$ cat src/hdl/sle_pkg.sv
package sle_pkg;

    localparam int FUNC_BITS     = 3;
    localparam int POS_BITS      = 7;
    localparam int ELEM_BITS     = 32;
    localparam int STATUS_BITS   = 3;
    localparam int IN_DATA_BITS  = 40;
    localparam int OUT_DATA_BITS = 48;

    localparam logic [FUNC_BITS-1:0] FUNC_INSERT  = 3'd0;
    localparam logic [FUNC_BITS-1:0] FUNC_DELETE  = 3'd1;
    localparam logic [FUNC_BITS-1:0] FUNC_LOCATE  = 3'd2;
    localparam logic [FUNC_BITS-1:0] FUNC_REVERSE = 3'd3;
    localparam logic [FUNC_BITS-1:0] FUNC_DUMP    = 3'd4;
    localparam logic [FUNC_BITS-1:0] FUNC_CLEAR   = 3'd5;

    localparam logic [STATUS_BITS-1:0] ST_OK        = 3'd0;
    localparam logic [STATUS_BITS-1:0] ST_BAD_POS   = 3'd1;
    localparam logic [STATUS_BITS-1:0] ST_FULL      = 3'd2;
    localparam logic [STATUS_BITS-1:0] ST_NOT_FOUND = 3'd3;
    localparam logic [STATUS_BITS-1:0] ST_EMPTY     = 3'd4;

    typedef enum logic [3:0] {
        CMD_HOLD   = 4'b0001,
        CMD_INSERT = 4'b0010,
        CMD_DELETE = 4'b0100,
        CMD_ROTATE = 4'b1000
    } t_cmd;

    typedef enum logic [4:0] {
        S_IDLE    = 5'b00001,
        S_SCAN    = 5'b00010,
        S_REVERSE = 5'b00100,
        S_DUMP    = 5'b01000,
        S_DONE    = 5'b10000
    } t_state;

endpackage

$ cat src/hdl/sle_cell.sv
module sle_cell #(
    parameter int WORD_BITS = 32,
    parameter int IDX_BITS  = 6,
    parameter int CELL_IDX  = 0
) (
    input  logic                        i_clk,
    input  sle_pkg::t_cmd               i_cmd,
    input  logic [IDX_BITS-1:0]         i_arg,
    input  logic signed [WORD_BITS-1:0] i_value,
    input  logic signed [WORD_BITS-1:0] i_head,
    input  logic signed [WORD_BITS-1:0] i_left,
    input  logic signed [WORD_BITS-1:0] i_right,
    output logic signed [WORD_BITS-1:0] o_word
);

    localparam logic [IDX_BITS-1:0] MY_IDX = IDX_BITS'(CELL_IDX);

    logic signed [WORD_BITS-1:0] r_word;
    logic signed [WORD_BITS-1:0] n_word;

    always_comb begin
        n_word = r_word;
        case (i_cmd)
            sle_pkg::CMD_INSERT: begin
                if (MY_IDX > i_arg) begin
                    n_word = i_left;
                end else if (MY_IDX == i_arg) begin
                    n_word = i_value;
                end
            end
            sle_pkg::CMD_DELETE: begin
                if (MY_IDX >= i_arg) begin
                    n_word = i_right;
                end
            end
            sle_pkg::CMD_ROTATE: begin
                if (MY_IDX < i_arg) begin
                    n_word = i_right;
                end else if (MY_IDX == i_arg) begin
                    n_word = i_head;
                end
            end
            default: begin
                n_word = r_word;
            end
        endcase
    end

    always_ff @(posedge i_clk) begin
        r_word <= n_word;
    end

    assign o_word = r_word;

endmodule

$ cat config.mk
export PLATFORM = sky130hd
export DESIGN_NAME = sle_cell
export DESIGN_NICKNAME = d
export VERILOG_FILES = /design/src/hdl/sle_pkg.sv /design/src/hdl/sle_cell.sv
export SDC_FILE = /design/constraint.sdc
export NUM_CORES = 1
export LEC_CHECK = 0
export BUFFER_PORTS_ARGS = -buffer_cell sky130_fd_sc_hd__clkbuf_2
export CAP_MARGIN = 20
export CORE_MARGIN = 2
export CORE_UTILIZATION = 35
export DETAILED_ROUTE_END_ITERATION = 7
export GPL_ROUTABILITY_DRIVEN = 0
export PLACE_DENSITY = 0.83
export RECOVER_POWER = 100
export SLEW_MARGIN = 20
export SYNTH_ARGS = -nofsm -noshare
export SYNTH_HDL_FRONTEND = slang
export SYNTH_SLANG_ARGS = --single-unit
$ cat constraint.sdc
create_clock -name i_clk -period 3.1 [get_ports i_clk]
set_input_delay 0.62 -clock i_clk [delete_from_list [all_inputs] [get_ports i_clk]]
set_output_delay 0.62 -clock i_clk [all_outputs]
set_load 0.005 [all_outputs]
---- Word-level counts from Yosys, hierarchy flattened ----
Index checks and enable logic that the tools add are counted.
operators by class
  add/subtract/negate cells ............... 0
  multiply operators ...................... 0
  divide/modulo/power cells ............... 0
  $lt $le $gt $ge ......................... 3
  eq/ne operators ......................... 6
  shifts and indexed selects .............. 0
  multiplexer cells ....................... 6
  bitwise operators ....................... 0
  reductions and logical operators ........ 3
operator list
  operator                                                       count
  2-to-1 mux 32 bit                                              5
  one-hot mux 32 bit (3 select lines)                            1
  >= comparator 1 x 6 -> 1 bit (first input constant)            1
  greater-than comparator 1 x 6 -> 1 bit (first input constant)  1
  logical NOT 6 bit                                              1
  less-than comparator 1 x 6 -> 1 bit (first input constant)     1
  inequality test 3 bit (second input constant)                  2
  equality test 4 x 2 -> 1 bit (second input constant)           1
  equality test 4 x 3 -> 1 bit (second input constant)           1
  equality test 4 bit (second input constant)                    1
  AND reduction 4 bit                                            1
  nonzero test 3 bit                                             1
  inequality test 2 bit (second input constant)                  1
storage, ports and cells
  bits in registers ....................... 32
  bits in latches ......................... 0
  memory bits (writable) .................. 0
  memory bits (read-only) ................. 0
  input port bits ......................... 139
  output and inout bits ................... 32
  logic and storage cells ................. 19
  memories ................................ 0

---- Depth between registers and ports, before layout ----
Gate-level depths: netlist of the first run.
  depth after elaboration ................. 4
  mapped depth ............................ 6
  mapped depth without buffers ............ 4

---- Worst setup path before layout of the first run ----
No wires, ideal clock.
  path type ............................... input port to flip-flop
  start point ............................. in i_arg[0]
  end point ............................... reg r_word[0], in the netlist o_word[0] (enable)
  setup time .............................. 389 ps
  arrival ................................. 2113 ps
  required time ........................... 2711 ps
  path slack .............................. 598 ps
  stages .................................. 4
  buffers on the path ..................... 0
  cells stage by stage .................... or4_4 > nor3_4 > o21ai_0 > nand2_1
between the ends
  longest elaborated chain between the ends .. 3
  elaborated cells on any way between the ends .. 8
  classes of those cells .................. order compare: 3; eq/ne: 3; reduce/logical: 2
RTL lines
  element                                                                          line            RTL
  from (decl)                                                                      sle_cell.sv:8   input logic [IDX_BITS-1:0] i_arg,
  less-than comparator 1 x 6 -> 1 bit (tied with other cells)                      sle_cell.sv:37  if (MY_IDX < i_arg) begin
  inequality test 3 bit (no line) / inequality test 2 bit (equally long branches)  --
  AND reduction 4 bit (no line) (*)                                                --
  to (signal assigned)                                                             sle_cell.sv:50  r_word <= n_word;
  to (decl)                                                                        sle_cell.sv:18  logic signed [WORD_BITS-1:0] r_word;
Every way passes the cells marked *; elsewhere a longest branch is shown, timed or not.
A chain may end at the register's enable or synchronous reset.

---- Final worst setup path of the first run ----
  start point ............................. in i_arg[0]
  end point ............................... reg r_word[10], in the netlist o_word[10] (data pin)
between the ends
  longest elaborated chain between the ends .. 3
  elaborated cells on any way between the ends .. 5
  classes of those cells .................. order compare: 2; mux: 3
RTL lines
  element                                                                                               line                            RTL
  less-than comparator 1 x 6 -> 1 bit / greater-than comparator 1 x 6 -> 1 bit (equally long branches)  sle_cell.sv:37, sle_cell.sv:25
  2-to-1 mux 32 bit (on tied branches)                                                                  sle_cell.sv:37, sle_cell.sv:25
  one-hot mux 32 bit (3 select lines) (*)                                                               sle_cell.sv:23                  case (i_cmd)
  net n_word[10]                                                                                        sle_cell.sv:19                  logic signed [WORD_BITS-1:0] n_word;
The timed path passes the listed nets; every way through them passes the cells marked *.

==> results.yml, run 1 <==
run_status:
  status: "completed"
floorplanning:
  core_um2: 4660
  num_io_pins: 171
  die_h_um: 73.1
  fp.dieArea_um2: 5340
  die-width_um: 73.1
  start_util: 0.358
  rows: 25
placement:
  dp_hpwl_mm: 3.58
  numPortBuffers: 138
worst_setup_path:
  required_ns: 3.12
  crit_arrival_ns: 2.55
  critical_path_class: "in -> reg"
  critPathLaunchType: "input pin"
  crit_fanout: 17
  critPathCaptureType: "flop"
power_and_ir_drop:
  powerDensity_nw_per_um2: 386
  leakagePower_nw: 1.07
  vdd_drop_max_mv: 0.133
  p_total_uw: 931
worst_hold_path:
  holdPathEnd: "o_word[31]"
  hold_depth: 2
  hold_class: "in -> reg"
  min-delay-start: "i_head[31]"
cts:
  clk_pin_slew_worst_paths_ns: 0.06
  cts_buffers: 5
  cts_buffer_depth: 2
  postCtsSetupRepairBufs: 0
  cts_tree: "built"
  h-tree-depth: 2
  cts_resized: 0
  cts_sinks: 32
  hold_buffers: 0
  cts-root-buf: "clkbuf_8"
drt:
  drt_iter0_markers: 104
  dr.pass1.iters: 4
  drtAntennaViolNets: 0
  vias: 1572
  drc: 0
  via_per_inst: 4.99
  wl_mm: 4.41
  post_drt_wl_per_cell_um: 14.0
grt:
  grt_use_total: 0.164
  grt_overflow: 0
  antenna_found_initial: 0
  grt_first_pass_wirelength_mm: 6.71
  grt_max_degree: 33
  grt_pass1_vias: 1496
timing:
  period_minus_slack_ns: 2.54
  timing.setup.tns_ns: 0
  setup_viol: 0
  rsz0062_at_grt: "no"
  fmax_mhz: 394
  drv_slew: 0
  hold_viol: 0
  maxSlewHeadroom: 0.463
  worstMarginPinSlew_ns: 0.806
  timing.final.crit_share: 0.818
yosys:
  synthCells: 120
  yosysTopAreaCell: "edfxtp_1"
  synth.ff_latch_count: 32
  synth_cell_type_count: 19
  yosysWarnings: 0
  ys_top_cells_by_area: "edfxtp_1 (58%), a221o_1 (18%), and2_1 (12%)"
  synth_nets: 259
  syn_area_per_cell_um2: 13.9
  seq_area_frac_synth: 0.575
  syn-cell-area_um2: 1670
  synth_top_area_share: 0.575
final_layout:
  layout.nets: 400
  antenna_cells: 0
  drive_above_1_share: 0.490
  largest_reg_flops: 32
  area_delta_synth_final_pct: 44.3
job:
  maxCapViolCount: 0
cell usage after synthesis:
cell type / count
and3_1: 1
nor2_1: 1
and2_1: 32
nor4b_1: 1
nor3_4: 1
nor2b_1: 2
nand2b_1: 1
a221o_1: 30
a21oi_2: 1
o21ai_2: 1
nand2_1: 2
a221o_2: 2
clkbuf_1: 3
buf_6: 6
or4_4: 1
edfxtp_1: 32
buf_4: 1
nor3_1: 1
o21ai_0: 1
metrics by stage:
stage	setup slack [ns]	instances	area, um^2	util	hold WS [ns]
5_1_grt	0.412	315	2410	0.517	0.639
3_3_place_gp	0.576	308	2390	0.512	0.918
2_1_floorplan	0.598	120	1670	-	0.834
6_report	0.565	315	2410	0.517	0.647
4_1_cts	0.836	315	2460	0.529	0.633
3_5_place_dp	0.537	308	2390	0.512	0.924
cells in the final DEF, fill, tap and decap left out, drive strengths merged:
master  netlist  routed
clkbuf        3     146
and2         32      32
edfxtp       32      32
a221o        32      32
buf           7       3
nor3          2       2
nor2b         2       2
nand2         2       2
clkinv        0       2
o21ai         2       2
nand2b        1       1
or4           1       1
nor2          1       1
a21oi         1       1
and3          1       1
nor4b         1       1
cell type report:
class / instances / area [um^2]
fillers: 411 / 2250
well taps: 54 / 67.6
multi-input cells: 78 / 608
clock inverters: 2 / 7.51
repair buffers: 144 / 697
flip-flops and latches: 32 / 961
clock buffers: 5 / 68.8
worst max path at each step:
stage / from / to / slack [ns] / cells after the start
2_1_floorplan: i_arg[0] / o_word[0] / 0.60 / 4
3_3_place_gp: i_arg[0] / o_word[10] / 0.58 / 6
3_5_place_dp: i_arg[0] / o_word[23] / 0.54 / 6
4_1_cts: i_arg[0] / o_word[23] / 0.84 / 6
5_1_grt: i_arg[0] / o_word[27] / 0.41 / 6
6_report: i_arg[0] / o_word[10] / 0.56 / 6
per-layer routing:
layer / part of all wire / up-vias / global-route usage
li1: - / 769 / -
met1: 0.38 / 708 / 0.185
met2: 0.52 / 89 / 0.289
met3: 0.089 / 6 / 0.0359
met4: 0.014 / 0 / 0.0823
met5: 0 / - / 0
worst max-delay path: stages:
cell and delay [ns]:
clkbuf_2 0.07, or4_1 0.50, nor3_1 0.31, a21oi_2 0.29
clkbuf_2 0.33, a221o_1 0.42
cell families after synthesis:
kind of cell,after synthesis,share of synthesized area
AOI/OAI and AO/OA,35,0.207
DFF,32,0.575
buffers and inverters,10,0.0517
and+or+nand+nor,43,0.166
report_power, final:
part / leakage, nW / internal, mW / switching, mW
Clock: 0.0391 / 0.148 / 0.131
Combinational: 0.741 / 0.0928 / 0.0593
Sequential: 0.287 / 0.496 / 0.00370
(Power assumes the default switching activity.)
==> run 2, diff against run 1 <==
==> constraint.sdc (replaced) <==
create_clock -name i_clk -period 2.35 [get_ports i_clk]
set_input_delay 0.47 -clock i_clk [delete_from_list [all_inputs] [get_ports i_clk]]
set_output_delay 0.47 -clock i_clk [all_outputs]
set_load 0.005 [all_outputs]
==> run 2 against run 1 <==
Compared with the run above:
- first-iteration DRC count is 28% lower
- cell count decreased by 0.32%
- non-clock buffer count shrank 2
- count of clock-buffer cells in the layout increased by 1
- critical path depth stayed put
- clock power rose by 81%
- total power increased by 48%
- largest cell class unchanged
- highest routed layer unchanged
==> results.yml, run 2 (same netlist as run 1, synthesis figures left out) <==
final_layout:
  final_area_um2: 2480
  finalCoreUtilization: 0.533
  final_cell_mix: "clkbuf_2 (118), and2_1 (32), edfxtp_1 (32)"
  area_delta_synth_final_pct: 48.7
  drive_above_1_share: 0.519
  layout.nets: 398
  final_common_cell: "clkbuf_2"
  antenna_cells: 0
  largest_reg_flops: 32
timing:
  timing.final.crit_share: 0.865
  maxSlewHeadroom: 0.766
  timing.setup.tns_ns: 0
  period_minus_slack_ns: 2.03
  fmax_mhz: 492
  setup_ws_ns: 0.317
  worstMarginPinSlew_ns: 0.348
  holdWs_ns: 0.490
  rsz0062_at_grt: "no"
  hold_viol: 0
  setup_viol: 0
  drv_slew: 0
drt:
  vias: 1582
  dr.pass1.iters: 4
  drc: 0
  wl_mm: 4.66
  via_per_inst: 5.04
  drtAntennaViolNets: 0
  drt_iter0_markers: 75
  post_drt_wl_per_cell_um: 14.9
worst_setup_path:
  crit_fanout: 32
  critPathSlowestCell: "or4_4"
  critPathCaptureType: "flop"
  required_ns: 2.38
  critPathLaunchType: "input pin"
  crit_arrival_ns: 2.06
  crit_chain: "clkbuf_2 > or4_4 > nor3_1 > a21oi_2 > buf_12 > a221o_2"
  slowest_delay_ns: 0.51
  critical_path_class: "in -> reg"
worst_hold_path:
  hold_depth: 2
  min-delay-start: "i_right[3]"
  holdPathEnd: "o_word[3]"
  hold_class: "in -> reg"
cts:
  hold_buffers: 0
  cts_tree: "built"
  h-tree-depth: 2
  cts_sinks: 32
  cts-root-buf: "clkbuf_8"
  clk_pin_slew_worst_paths_ns: 0.07
  cts_resized: 0
  cts_buffers: 5
  postCtsSetupRepairBufs: 0
  cts_buffer_depth: 2
power_and_ir_drop:
  p_switching_uw: 279
  p_int_mw: 1.10
  vdd_drop_max_mv: 0.295
  seqPwrFrac: 0.480
  leakagePower_nw: 1.10
  clkPwrFrac: 0.367
  p_sw_frac: 0.203
  p_comb_frac: 0.153
  powerDensity_nw_per_um2: 554
grt:
  antenna_found_initial: 0
  grt_pass1_vias: 1449
  grt_overflow: 0
  grt_first_pass_wirelength_mm: 6.40
  grt_use_total: 0.160
  grt_max_degree: 33
floorplanning:
  core_um2: 4660
  die_h_um: 73.1
  start_util: 0.358
  die-width_um: 73.1
  fp.dieArea_um2: 5340
  num_io_pins: 171
  rows: 25
job:
  maxCapViolCount: 0
placement:
  placed_area_um2: 2410
  numPortBuffers: 138
  place_ws_ns: 0.165
  dp_hpwl_mm: 3.63
run_status:
  status: "completed"
run 2: changes by cell type in the layout (fill, tap and decap cells not counted), sizes merged:
| cell | previous run | this run |
|---|---|---|
| buf | 3 | 4 |
| bufinv | 0 | 1 |
| clkbuf | 146 | 144 |
| clkinv | 2 | 1 |
run 2: worst max-delay path: cells and delay by family:
family | cells | cell delay [ns]
and+or+nand+nor | 2 | 0.80
AOI/OAI and AO/OA | 2 | 0.52
buffers and inverters | 2 | 0.25
run 2: how the worst max path moves through the flow:
stage | to | slack [ns] | from | cells past startpoint
2_1_floorplan | o_word[0] | 0.27 | i_arg[0] | 4
5_1_grt | o_word[15] | 0.22 | i_arg[0] | 6
4_1_cts | o_word[15] | 0.47 | i_arg[0] | 6
3_5_place_dp | o_word[15] | 0.16 | i_arg[0] | 6
6_report | o_word[15] | 0.32 | i_arg[0] | 6
3_3_place_gp | o_word[15] | 0.17 | i_arg[0] | 6
run 2: per-layer routing:
layer	share of wire	global-route usage
met1	0.40	0.181
met2	0.51	0.284
met3	0.071	0.0318
met4	0.013	0.0782
met5	0	0
run 2: area by class of cell:
| type | count | area, um^2 |
|---|---|---|
| fill | 420 | 2180 |
| sequential | 32 | 961 |
| timing repair buffer | 142 | 733 |
| multi-input combinational | 78 | 614 |
| clock buffer | 6 | 72.6 |
| tap | 54 | 67.6 |
| clock inverter | 2 | 35.0 |
run 2: metrics by stage:
| stage | total power [mW] | cells |
|---|---|---|
| floorplan | 0.760 | 120 |
| global placement | 0.880 | 306 |
| global route | 1.43 | 314 |
| finish | 1.37 | 314 |
| CTS | 1.39 | 314 |
| detailed placement | 0.887 | 306 |
run 2: power groups by stage:
stage / Sequential, mW / Clock (mW) / Combinational [mW]
floorplan: 0.674 / 0 / 0.0855
finish: 0.659 / 0.505 / 0.210
global placement: 0.671 / 0 / 0.210
global route: 0.660 / 0.540 / 0.230
CTS: 0.659 / 0.518 / 0.217
detailed placement: 0.672 / 0 / 0.215
